===== src/hw/rtl/mlk_pkg.sv =====
// Package for the Morse letter keyer: segment types, register indexes,
// reset values and the letter code table. No dependencies.
package mlk_pkg;

  // Configuration register indexes
  localparam logic [1:0] REG_DOT_TIME   = 2'd0;
  localparam logic [1:0] REG_DASH_TIME  = 2'd1;
  localparam logic [1:0] REG_LETTER_GAP = 2'd2;

  // Register reset values
  localparam logic [15:0] DOT_TIME_RST   = 16'd200;
  localparam logic [15:0] DASH_TIME_RST  = 16'd1000;
  localparam logic [15:0] LETTER_GAP_RST = 16'd500;

  localparam logic [7:0] CHAR_UPPER_A = 8'h41;
  localparam logic [7:0] CHAR_UPPER_Z = 8'h5A;
  localparam logic [7:0] CHAR_LOWER_A = 8'h61;
  localparam logic [7:0] CHAR_LOWER_Z = 8'h7A;
  localparam logic [7:0] CASE_OFFSET  = 8'h20;

  // Which register supplies a segment's duration
  typedef enum logic [1:0] {
    DUR_DOT  = 2'd0,
    DUR_DASH = 2'd1,
    DUR_GAP  = 2'd2
  } dur_sel_e;

  // One segment descriptor from the sequencer
  typedef struct packed {
    logic     level;
    dur_sel_e dur;
    logic     last;
  } seg_t;

  // Sequencer status seen by the top level
  typedef struct packed {
    logic busy;
    logic final_seg;
  } seq_status_t;

  // Per letter: [6:4] symbol count, [3:0] symbols, first symbol in the
  // highest used bit, 1 = dash.
  typedef logic [6:0] code_entry_t;

  localparam code_entry_t CODE_TABLE [26] = '{
    {3'd2, 4'h1}, {3'd4, 4'h8}, {3'd4, 4'hA}, {3'd3, 4'h4}, {3'd1, 4'h0},
    {3'd4, 4'h2}, {3'd3, 4'h6}, {3'd4, 4'h0}, {3'd2, 4'h0}, {3'd4, 4'h7},
    {3'd3, 4'h5}, {3'd4, 4'h4}, {3'd2, 4'h3}, {3'd2, 4'h2}, {3'd3, 4'h7},
    {3'd4, 4'h6}, {3'd4, 4'hD}, {3'd3, 4'h2}, {3'd3, 4'h0}, {3'd1, 4'h1},
    {3'd3, 4'h1}, {3'd4, 4'h1}, {3'd3, 4'h3}, {3'd4, 4'h9}, {3'd4, 4'hB},
    {3'd4, 4'hC}
  };

endpackage


===== src/hw/rtl/morse_letter_keyer_core.sv =====
// Morse letter keyer: one character beat in, one beat per keyed segment out.
// The first segment (letter gap) is registered in mlk_seq, then in mlk_out_stage.
// Throughput: one segment per cycle while the output is ready; a character has
// 2 to 8 segments (2 for non-letters, twice the symbol count otherwise).
// Reset: asynchronous, active low; timing registers return to 200/1000/500.
// Depends on mlk_pkg, mlk_seq and mlk_out_stage.
module morse_letter_keyer_core import mlk_pkg::*; (
  input  logic        clk_i,
  input  logic        rst_ni,
  // Configuration write port
  input  logic        cfg_we_i,
  input  logic [1:0]  cfg_idx_i,
  input  logic [15:0] cfg_wdata_i,
  // Character input
  input  logic        s_axis_tvalid_i,
  output logic        s_axis_tready_o,
  input  logic [7:0]  s_axis_tdata_i,   // [7:0] char_code
  // Segment output
  output logic        m_axis_tvalid_o,
  input  logic        m_axis_tready_i,
  output logic [15:0] m_axis_tdata_o,   // [15:0] duration
  output logic        m_axis_tuser_o,   // [0] level
  output logic        m_axis_tlast_o
);

  logic [15:0] dot_time_q, dash_time_q, letter_gap_q;
  logic        adv;
  logic        seg_valid;
  seg_t        seg;
  seq_status_t status;

  // Timing registers
  always_ff @(posedge clk_i or negedge rst_ni) begin
    if (!rst_ni) begin
      dot_time_q   <= DOT_TIME_RST;
      dash_time_q  <= DASH_TIME_RST;
      letter_gap_q <= LETTER_GAP_RST;
    end else if (cfg_we_i) begin
      case (cfg_idx_i)
        REG_DOT_TIME:   dot_time_q   <= cfg_wdata_i;
        REG_DASH_TIME:  dash_time_q  <= cfg_wdata_i;
        REG_LETTER_GAP: letter_gap_q <= cfg_wdata_i;
        default: ;
      endcase
    end
  end

  mlk_seq u_seq (
    .clk_i       (clk_i),
    .rst_ni      (rst_ni),
    .in_valid_i  (s_axis_tvalid_i),
    .in_ready_o  (s_axis_tready_o),
    .char_code_i (s_axis_tdata_i),
    .adv_i       (adv),
    .seg_valid_o (seg_valid),
    .seg_o       (seg),
    .status_o    (status)
  );

  mlk_out_stage u_out (
    .clk_i        (clk_i),
    .rst_ni       (rst_ni),
    .seg_valid_i  (seg_valid),
    .seg_i        (seg),
    .dot_time_i   (dot_time_q),
    .dash_time_i  (dash_time_q),
    .letter_gap_i (letter_gap_q),
    .adv_o        (adv),
    .valid_o      (m_axis_tvalid_o),
    .ready_i      (m_axis_tready_i),
    .duration_o   (m_axis_tdata_o),
    .level_o      (m_axis_tuser_o),
    .last_o       (m_axis_tlast_o)
  );

`ifndef NO_ASSERTIONS
  // An idle sequencer always takes a character
  assert property (@(posedge clk_i) disable iff (!rst_ni)
    !status.busy |-> s_axis_tready_o)
    else $error("keyer idle but not ready");

  // A new character only overlaps the final segment of the previous one
  assert property (@(posedge clk_i) disable iff (!rst_ni)
    (s_axis_tvalid_i && s_axis_tready_o && status.busy) |-> (status.final_seg && adv))
    else $error("character accepted mid-sequence");

  // After the final segment moves out with no new beat, the sequencer goes idle
  assert property (@(posedge clk_i) disable iff (!rst_ni)
    (status.busy && status.final_seg && adv && !s_axis_tvalid_i) |=> !status.busy)
    else $error("sequencer did not retire its character");
`endif

endmodule


===== src/hw/rtl/mlk_seq.sv =====
// Input register and segment sequencer of the Morse letter keyer.
// Depends on mlk_pkg.
module mlk_seq import mlk_pkg::*; (
  input  logic        clk_i,
  input  logic        rst_ni,
  input  logic        in_valid_i,
  output logic        in_ready_o,
  input  logic [7:0]  char_code_i,
  input  logic        adv_i,       // output stage takes a segment this cycle
  output logic        seg_valid_o,
  output seg_t        seg_o,
  output seq_status_t status_o
);

  logic       busy_q, busy_d;
  logic [2:0] k_q, k_d;
  logic       letter_q, letter_d;
  logic [2:0] count_q, count_d;
  logic [3:0] bits_q, bits_d;

  logic [7:0]  folded;
  logic [7:0]  offs;
  code_entry_t entry;
  logic [2:0]  last_idx;
  logic        final_seg;
  logic        accept;
  logic [2:0]  shift;
  logic        is_dash;

  // Fold case and look up the letter
  always_comb begin
    folded = char_code_i;
    if (char_code_i inside {[CHAR_UPPER_A:CHAR_UPPER_Z]}) begin
      folded = char_code_i + CASE_OFFSET;
    end
    letter_d = folded inside {[CHAR_LOWER_A:CHAR_LOWER_Z]};
    offs     = folded - CHAR_LOWER_A;
    entry    = letter_d ? CODE_TABLE[offs[4:0]] : '0;
    count_d  = entry[6:4];
    bits_d   = entry[3:0];
  end

  // Final segment index: two per symbol less one for letters, one otherwise
  assign last_idx  = letter_q ? {count_q[1:0], 1'b0} - 3'd1 : 3'd1;
  assign final_seg = (k_q == last_idx);

  assign in_ready_o = !busy_q || (final_seg && adv_i);
  assign accept     = in_valid_i && in_ready_o;

  // Control state
  always_comb begin
    busy_d = busy_q;
    k_d    = k_q;
    if (accept) begin
      busy_d = 1'b1;
      k_d    = '0;
    end else if (busy_q && adv_i) begin
      if (final_seg) begin
        busy_d = 1'b0;
      end else begin
        k_d = k_q + 3'd1;
      end
    end
  end

  always_ff @(posedge clk_i or negedge rst_ni) begin
    if (!rst_ni) begin
      busy_q <= 1'b0;
      k_q    <= '0;
    end else begin
      busy_q <= busy_d;
      k_q    <= k_d;
    end
  end

  // Item payload
  always_ff @(posedge clk_i) begin
    if (accept) begin
      letter_q <= letter_d;
      count_q  <= count_d;
      bits_q   <= bits_d;
    end
  end

  // Segment: gap, then letter symbols with dot spaces, else a dash space
  assign shift   = count_q - 3'd1 - {1'b0, k_q[2:1]};
  assign is_dash = bits_q[shift[1:0]];

  always_comb begin
    seg_o.level = 1'b0;
    seg_o.dur   = DUR_GAP;
    seg_o.last  = final_seg;
    if (k_q == 3'd0) begin
      seg_o.last = 1'b0;
    end else if (!letter_q) begin
      seg_o.dur = DUR_DASH;
    end else if (k_q[0]) begin
      seg_o.level = 1'b1;
      seg_o.dur   = is_dash ? DUR_DASH : DUR_DOT;
    end else begin
      seg_o.dur = DUR_DOT;
    end
  end

  assign seg_valid_o        = busy_q;
  assign status_o.busy      = busy_q;
  assign status_o.final_seg = final_seg;

endmodule


===== src/hw/rtl/mlk_out_stage.sv =====
// Output register of the Morse letter keyer: resolves the segment duration
// from the timing registers and holds the beat. Depends on mlk_pkg.
module mlk_out_stage import mlk_pkg::*; (
  input  logic        clk_i,
  input  logic        rst_ni,
  input  logic        seg_valid_i,
  input  seg_t        seg_i,
  input  logic [15:0] dot_time_i,
  input  logic [15:0] dash_time_i,
  input  logic [15:0] letter_gap_i,
  output logic        adv_o,
  output logic        valid_o,
  input  logic        ready_i,
  output logic [15:0] duration_o,
  output logic        level_o,
  output logic        last_o
);

  logic        valid_q;
  logic [15:0] dur_q, dur_d;
  logic        level_q, last_q;

  assign adv_o = !valid_q || ready_i;

  // Duration select
  always_comb begin
    case (seg_i.dur)
      DUR_DOT:  dur_d = dot_time_i;
      DUR_DASH: dur_d = dash_time_i;
      DUR_GAP:  dur_d = letter_gap_i;
      default:  dur_d = letter_gap_i;
    endcase
  end

  always_ff @(posedge clk_i or negedge rst_ni) begin
    if (!rst_ni) begin
      valid_q <= 1'b0;
    end else if (adv_o) begin
      valid_q <= seg_valid_i;
    end
  end

  always_ff @(posedge clk_i) begin
    if (adv_o && seg_valid_i) begin
      dur_q   <= dur_d;
      level_q <= seg_i.level;
      last_q  <= seg_i.last;
    end
  end

  assign valid_o    = valid_q;
  assign duration_o = dur_q;
  assign level_o    = level_q;
  assign last_o     = last_q;

endmodule


===== config.mk =====
export PLATFORM = sky130hd
export DESIGN_NAME = morse_letter_keyer_core
export DESIGN_NICKNAME = d
export VERILOG_FILES = /design/src/hw/rtl/mlk_pkg.sv /design/src/hw/rtl/morse_letter_keyer_core.sv /design/src/hw/rtl/mlk_seq.sv /design/src/hw/rtl/mlk_out_stage.sv
export SDC_FILE = /design/constraint.sdc
export NUM_CORES = 1
export LEC_CHECK = 0
export ABC_AREA = 1
export BUFFER_PORTS_ARGS = -buffer_cell sky130_fd_sc_hd__buf_2
export CAP_MARGIN = 10
export CORE_MARGIN = 1.5
export CORE_UTILIZATION = 30
export DETAILED_ROUTE_END_ITERATION = 10
export PLACE_DENSITY_LB_ADDON = 0.12
export SLEW_MARGIN = 10
export SYNTH_ARGS = -nofsm -noshare
export SYNTH_HDL_FRONTEND = slang
export SYNTH_HIERARCHICAL = 1
export SYNTH_SLANG_ARGS = --single-unit

===== constraint.sdc =====
create_clock -name clk_i -period 2.9 [get_ports clk_i]
set_clock_uncertainty 0.1 [all_clocks]
set_input_delay 0.58 -clock clk_i [delete_from_list [all_inputs] [get_ports clk_i]]
set_output_delay 0.58 -clock clk_i [all_outputs]
set_load 0.005 [all_outputs]

==> Yosys cells after proc, flatten, opt, wreduce, memory -nomap -nowiden <==
Memory sizes are Yosys's and may differ from the RTL's. A register that Yosys moved wholly into a read port is not among the register bits.
Cells that the tools add are included.
{ "op_classes": {"magnitude_cmp": 5, "bitwise_logic": 2, "addsub": 6, "n_eq_ne": 5, "mux": 16, "n_reduce_logical": 21} }
{ "ops": {"columns": ["cell", "count"], "rows": [
  ["case mux 16 bit (2 select lines)", 1],
  ["greater-or-equal comparator 8 x 7 -> 1 bit (second input constant)", 2],
  ["<= comparator 8 x 7 -> 1 bit (second input constant)", 2],
  ["2-to-1 mux 3 bit", 4],
  ["AND reduction 2 bit", 5],
  ["adder 8 x 6 -> 8 bit (second input constant)", 1],
  ["2-to-1 mux 8 bit", 1],
  ["2-to-1 mux 1 bit", 6],
  ["2-to-1 mux 2 bit", 3],
  ["NOT 5 -> 6 bit", 1],
  ["logical AND 1 bit", 5],
  ["subtractor 5 x 1 -> 5 bit (second input constant)", 1],
  ["equality test 2 x 1 -> 1 bit (second input constant)", 2],
  ["zero test 2 bit", 2],
  ["nonzero test 2 bit", 2],
  ["adder 3 x 1 -> 3 bit (second input constant)", 1],
  ["equality test 3 bit", 1],
  ["zero test 1 bit", 3],
  ["zero test 3 bit", 1],
  ["< comparator 2 x 3 -> 1 bit (second input constant)", 1],
  ["subtractor 3 x 1 -> 3 bit (second input constant)", 1],
  ["binary-select mux 1 bit (select 2 bit)", 1],
  ["equality test 2 bit (second input constant)", 1],
  ["logical OR 1 bit", 2],
  ["5 further kinds", 5]
]} }
{ "word_totals": {"rom_bits": 224, "input_bits": 31, "regBits": 72, "word_cells": 66, "mem_count": 1} }
{ "memory_table": {"columns": ["memory", "depth", "width", "rd", "rd_ports_with_merged_regs", "write_ports", "line_no", "rtl"], "rows": [
  ["(name not given)", 32, 7, 1, 1, 0, "mlk_seq.sv:38", "entry = letter_d ? CODE_TABLE[offs[4:0]] : '0;"]
]} }

==> Logic depth before layout (Yosys ltp) <==
Gate-level depths: netlist of run 1.
{ "logic_depth": {"depth_word": 10, "depth_mapped": 12, "mapped_depth_nobuf": 11} }

==> Cells and area by module <==
Netlist of run 1, hierarchy kept.
{ "modules_own_cells": {"columns": ["mod", "seq_area_each_um2", "n_inst", "area_per_inst_um2", "cells_per_inst"], "rows": [
  ["morse_letter_keyer_core", 1219.9, 1, 2063.2, 214],
  ["mlk_seq", 310.3, 1, 1122.3, 155],
  ["mlk_out_stage", 565.5, 1, 943.4, 96]
]} }

==> Least setup slack after synthesis of run 1 <==
Ideal clock, no wire load.
{ "synth_path": {"path_type": "reg-to-reg", "from": "register u_seq.k_q[1]", "to": "register u_out.dur_q[10] (netlist: u_out/duration_o[10]), data pin", "arrival_time_ns": 1.669, "setup_ns": 0.259, "setup_slack_ns": 0.872, "required_ns": 2.541, "stages_incl_launch_ff": 13, "n_path_buf": 2, "path_cell_list": "dfrtp_1 inv_1 ha_1 xnor2_1 xor2_1 nand2b_1 nand3_1 a21oi_1 buf_4 nor2_8 buf_6 nand2_1 nand3_1"} }
{ "synth_rtl": {"columns": ["item", "line_no", "rtl"], "rows": [
  ["start, declared", "mlk_seq.sv:16", "logic [2:0] k_q, k_d;"],
  ["start signal, assigned", "mlk_seq.sv:72", "k_q <= k_d;"],
  ["end signal, assigned", "mlk_out_stage.sv:45", "dur_q <= dur_d;"],
  ["end, declared", "mlk_out_stage.sv:20", "logic [15:0] dur_q, dur_d;"]
]} }

==> Worst setup path after layout of run 1 <==
{ "layout_path": {"from": "register u_seq.count_q[0]", "to": "output port s_axis_tready_o"} }
{ "layout_via": {"elab_chain_len": 5} }
{ "layout_lines": {"columns": ["item", "line_no", "rtl"], "rows": [
  ["start, declared", "mlk_seq.sv:18", "logic [2:0] count_q, count_d;"],
  ["subtractor 3 x 1 -> 3 bit", "mlk_seq.sv:44", "assign last_idx = letter_q ? {count_q[1:0], 1'b0} - 3'd1 : 3'd1;"],
  ["2-to-1 mux 3 bit", "mlk_seq.sv:44", null],
  ["equality test 3 bit", "mlk_seq.sv:45", "assign final_seg = (k_q == last_idx);"],
  ["logical AND 1 bit", "mlk_seq.sv:47", "assign in_ready_o = !busy_q || (final_seg && adv_i);"],
  ["logical OR 1 bit", "mlk_seq.sv:47", null],
  ["end, declared", "morse_letter_keyer_core.sv:16", "output logic s_axis_tready_o,"]
]} }
Every way passes these cells.

==> flow_summary.json, run 1 <==
{
  "hpwl_um": 6610,
  "min_period_ns": 2.26,
  "drc": 0,
  "cts_sinks": 78,
  "peakVddDrop_mv": 0.385,
  "num_rows": 42,
  "fin_util_pct": 35.5,
  "path_cells": "inv_1, nand2_1, nand2_1, nand3_1, nand2_1, nand2_1, nand2_1, nand2_1, inv_1, buf_2",
  "grt_overflow": 0,
  "drt_iter0_drc": 168,
  "dieArea_sq_mm": 0.0144,
  "globalRouteMet2Util_pct": 26.8,
  "gp_congestion": 0.872,
  "synthCells": 462,
  "ys_warn_count": 6,
  "cp-end-kind": "output pin",
  "die_h_um": 120,
  "cts_hold_buf": 0,
  "clock_path_buffers": 2,
  "setup_viol": 0,
  "fin_setup_tns_ns": 0,
  "fmax_mhz": 443,
  "p_leak_nw": 2.29,
  "syn-cell-area_sq_mm": 0.00411,
  "fin_ws_ns": 0.644,
  "hp-class": "primary input to asynchronous set/reset pin",
  "clk_pin_slew_ns": 0.06,
  "relSlewSlack_pct": 55.6,
  "period_share_pct": 77.8,
  "worstPathArrival_ns": 1.58,
  "ff2ff_path_depth": 11,
  "start_kind": "register",
  "syn_nets": 503,
  "postSynthAreaPerCell_sq_um": 8.90,
  "cts_tree": "done",
  "rsz0062_at_grt": "no",
  "area_delta_synth_final_pct": 14.7,
  "r2r-start": "u_seq/k_q[1]",
  "start_util_pct": 30.9,
  "pin_count": 51,
  "clkLatencyLatePin_ns": 0.34,
  "report.final.hold_viol_count": 0,
  "dp.cells": 671,
  "layoutNonFillerInstCount": 687,
  "root_buffer": "clkbuf_16",
  "htreeDepth": 3,
  "ctsResizeCount": 0,
  "final_layout_size_suffix_gt1_share_pct": 20.7,
  "design_area_sq_mm": 0.00471,
  "ant_nets": 0,
  "met1_usage_pct": 19.0,
  "core_sq_mm": 0.0133,
  "critical_path_class": "register to output pin",
  "placedInstanceArea_sq_mm": 0.00446,
  "crit_required_ns": 2.22,
  "viasPerCell": 4.76,
  "cts_setup_buffers": 0,
  "slowest_delay_ns": 0.41,
  "antennaDiodeCount": 0,
  "finalMaxSlewViolations": 0,
  "antenna_found_initial": 0,
  "p_total_mw": 3.70,
  "status": "finished clean",
  "p_per_area_mw_per_mm2": 785,
  "cts_buffers": 9,
  "wl_per_cell_um": 15.3,
  "worst_slew_pin_slew_ns": 0.667,
  "post-place-ws_ns": 0.641,
  "grt_pass1_wl_um": 17000,
  "portBuffers": 50,
  "num-nets-final": 547,
  "grt_max_degree": 54,
  "busiest_layer": "met2",
  "holdWs_ns": 0.142,
  "cpMaxStageDelayCell": "edfxtp_1",
  "reg2reg_to": "u_out/duration_o[7]",
  "timing.max_cap.violations": 0,
  "vias": 3273,
  "wl_um": 10500,
  "critical_path.most_common_cell": "nand2_1",
  "use_met3_pct": 2.80,
  "grt_usage_pct": 15.6,
  "reg2reg_slack_ns": 0.66,
  "grt_pass1_vias": 3238,
  "firstDrtPassIters": 4,
  "die_w_um": 120,
  "path_max_fanout": 4
}
==> metal layers <==
metal / share of wire [%] / vias up
li1: - / 1634
met1: 45 / 1570
met5: 0 / -
met3: 3.1 / 14
met4: 2.2 / 0
met2: 49 / 55
==> cells in the final DEF, fill, tap and decap left out, types with 5 or more instances in the layout <==
cell type  count
o21ai_0        7
inv_1         22
nand3_1       58
a21oi_1       11
clkbuf_1       5
dfstp_2       15
inv_2          9
buf_4          5
buf_2         50
nand4_1       35
nand2_1      166
edfxtp_1      25
nor2_1         9
o21ai_1        6
ha_1          10
clkbuf_16      9
dfrtp_1       38
==> worst max path at each step <==
stage                           start                    to  slack [ns]  cells past startpoint
finish               u_seq/count_q[0]       s_axis_tready_o        0.64                     10
global route         u_seq/count_q[0]       s_axis_tready_o        0.43                     10
CTS                  u_seq/count_q[0]       s_axis_tready_o        0.63                     10
detailed placement  s_axis_tdata_i[0]      u_seq/count_q[0]        0.64                     11
global placement    s_axis_tdata_i[0]      u_seq/count_q[1]        0.66                     12
floorplan                u_seq/k_q[1]  u_out/duration_o[10]        0.87                     12
==> critical path: cells and delay by family (launching register included) <==
kind | cells | cell delay (ns)
and+or+nand+nor | 7 | 0.56
DFF | 1 | 0.41
buffers and inverters | 3 | 0.29
==> sequential cells by signal (all words and copies together) (netlist names) <==
name / count
letter_gap_q: 16
u_out/last_o: 1
dot_time_q: 16
u_out/duration_o: 16
u_out/level_o: 1
u_seq/bits_q: 4
u_seq/seg_valid_o: 1
u_out/valid_o: 1
u_seq/letter_q: 1
u_seq/k_q: 3
u_seq/count_q: 2
dash_time_q: 16
==> power by group <==
group	leakage, nW	switching, mW	total, mW	internal, mW
clock	0.122	0.425	1.00	0.577
combinational	1.29	0.728	1.12	0.391
sequential	0.872	0.114	1.58	1.47
total	2.29	1.27	3.70	2.44
==> cell type report <==
type	instances	area (sq um)
clock buffers	14	244
clock inverters	2	8.76
fillers	1383	8580
inverters	33	129
multi-input cells	328	1710
flip-flops and latches	78	2100
well taps	176	220
repair buffers	56	308
No activity file was read; power rests on OpenSTA's default activity.
==> run 2: changes to the inputs <==
Settings changed: ABC_AREA 1 to 0.
Clock period 2.9 ns to 2.24 ns, I/O delays scaled along.
==> flow_summary.json, run 2 <==
{
  "die_h_um": 119,
  "grt_pass1_vias": 2691,
  "finalMaxSlewViolations": 0,
  "p_total_mw": 5.26,
  "cts_hold_buf": 0,
  "critical_path_class": "register to output pin",
  "grt_max_degree": 54,
  "start_util_pct": 30.6,
  "seqPwrFrac_pct": 40.9,
  "path_cells": "xnor2_2, buf_4, o22ai_2, a31oi_2, o21ai_2, buf_2",
  "drc": 0,
  "cts_sinks": 78,
  "postSynthAreaPerCell_sq_um": 12.4,
  "design_area_sq_mm": 0.00499,
  "synthCells": 324,
  "root_buffer": "clkbuf_16",
  "wl_um": 8470,
  "cts_tree": "done",
  "holdWs_ns": 0.0142,
  "grt_usage_pct": 13.2,
  "area_delta_synth_final_pct": 24.1,
  "cpMaxStageDelayCell": "edfxtp_1",
  "p_per_area_mw_per_mm2": 1050,
  "sw_frac_of_total_pct": 29.6,
  "die_w_um": 119,
  "switching_power_mw": 1.56,
  "fin_ws_ns": 0.0984,
  "clk_pin_slew_ns": 0.06,
  "status": "finished clean",
  "report.final.hold_viol_count": 0,
  "ys_warn_count": 6,
  "period_share_pct": 95.6,
  "grt_pass1_wl_um": 14400,
  "relSlewSlack_pct": 71.4,
  "cts_buffers": 9,
  "syn-cell-area_sq_mm": 0.00402,
  "fin_setup_tns_ns": 0,
  "path_max_fanout": 3,
  "hp-class": "primary input to asynchronous set/reset pin",
  "clockPowerShare_pct": 27.5,
  "crit_required_ns": 1.69,
  "worst_slew_pin_slew_ns": 0.418,
  "hpwl_um": 5870,
  "cp-end-kind": "output pin",
  "p_comb_share_pct": 31.6,
  "final_common_cell": "buf_2",
  "grt_overflow": 0,
  "rsz0062_at_grt": "no",
  "placedInstanceArea_sq_mm": 0.00463,
  "start_kind": "register",
  "num-nets-final": 441,
  "gp_congestion": 0.794,
  "p_int_mw": 3.71,
  "viasPerCell": 4.57,
  "ant_nets": 0,
  "min_period_ns": 2.14,
  "p_leak_nw": 2.08,
  "syn_nets": 365,
  "dieArea_sq_mm": 0.0141,
  "firstDrtPassIters": 4,
  "slowest_delay_ns": 0.42,
  "peakVddDrop_mv": 0.398,
  "portBuffers": 50,
  "wl_per_cell_um": 14.6,
  "htreeDepth": 3,
  "fmax_mhz": 467,
  "final_cell_mix": "50 x buf_2, 48 x mux2_2, 37 x dfrtp_1",
  "pin_count": 51,
  "nFillCells": 1333,
  "timing.max_cap.violations": 0,
  "clkLatencyLatePin_ns": 0.33,
  "antenna_found_initial": 0,
  "final_layout_size_suffix_gt1_share_pct": 45.7,
  "num_rows": 42,
  "clock_path_buffers": 2,
  "antennaDiodeCount": 0,
  "post-place-ws_ns": -0.0339,
  "setup_viol": 0,
  "worstPathArrival_ns": 1.59,
  "drt_iter0_drc": 103,
  "core_sq_mm": 0.0131,
  "vias": 2655
}
## run 2: repair_timing
| action | CTS | global route |
|---|---|---|
| setup buffers | 0 | 3 |
| pin swaps | 0 | 4 |
| setup endpoints to repair | 9 | 17 |
| gates resized for setup | 4 | 4 |
## run 2: power by group through the flow
| stage | clock network, mW | registers, mW | logic [mW] |
|---|---|---|---|
| after floorplan | 0 | 2.14 | 1.08 |
| after global placement | 0 | 2.17 | 1.60 |
| after detailed placement | 0 | 2.18 | 1.61 |
| after CTS | 1.50 | 2.16 | 1.64 |
| after global routing | 1.56 | 2.21 | 1.85 |
| final | 1.45 | 2.15 | 1.66 |
## run 2: path summary, 6_finish.rpt
path,startpoint,to,slack [ns],depth (start not counted)
hold / removal,rst_ni,u_out/valid_o,0.01,2
max in group asynchronous,rst_ni,dash_time_q[8],1.73,2
setup / recovery,u_seq/count_q[1],s_axis_tready_o,0.1,6
setup reg to reg,u_seq/count_q[1],u_out/duration_o[12],0.11,8
hold reg to reg,dot_time_q[1],dot_time_q[1],0.40,1
min in group clk_i,cfg_wdata_i[11],dot_time_q[11],0.28,2
## run 2: layout make-up
cell class                      instances  area, sq um  share of cell area [%]
Inverter                               10         40.0                   0.802
Clock inverter                          4         26.3                   0.527
Clock buffer                           12          279                    5.59
Tap cell                              176          220                    4.41
Multi-Input combinational cell        217         1780                    35.6
Timing Repair Buffer                   84          551                    11.0
Sequential cell                        78         2100                    42.0
## run 2: worst max-delay path: cells and delay by family (launching register included)
family	cells	cell delay, ns
buf+inv	2	0.28
xor+xnor	1	0.22
compound gates	3	0.35
flops	1	0.42
## run 2: metrics by stage
stage | cells | utilization [%]
floorplan | 324 | -
global placement | 562 | 35.2
detailed placement | 562 | 35.2
CTS | 578 | 37.7
global route | 581 | 38.0
finish | 581 | 38.0
## run 2: routing by layer
layer	part of all wire (%)	track usage, %	vias to the layer above	routed length, um
met5	0	0	-	0
met4	0.77	4.29	0	65
met3	2.6	2.75	4	222
met2	46	19.9	45	3910
met1	50	18.8	1288	4280
li1	-	-	1318	-
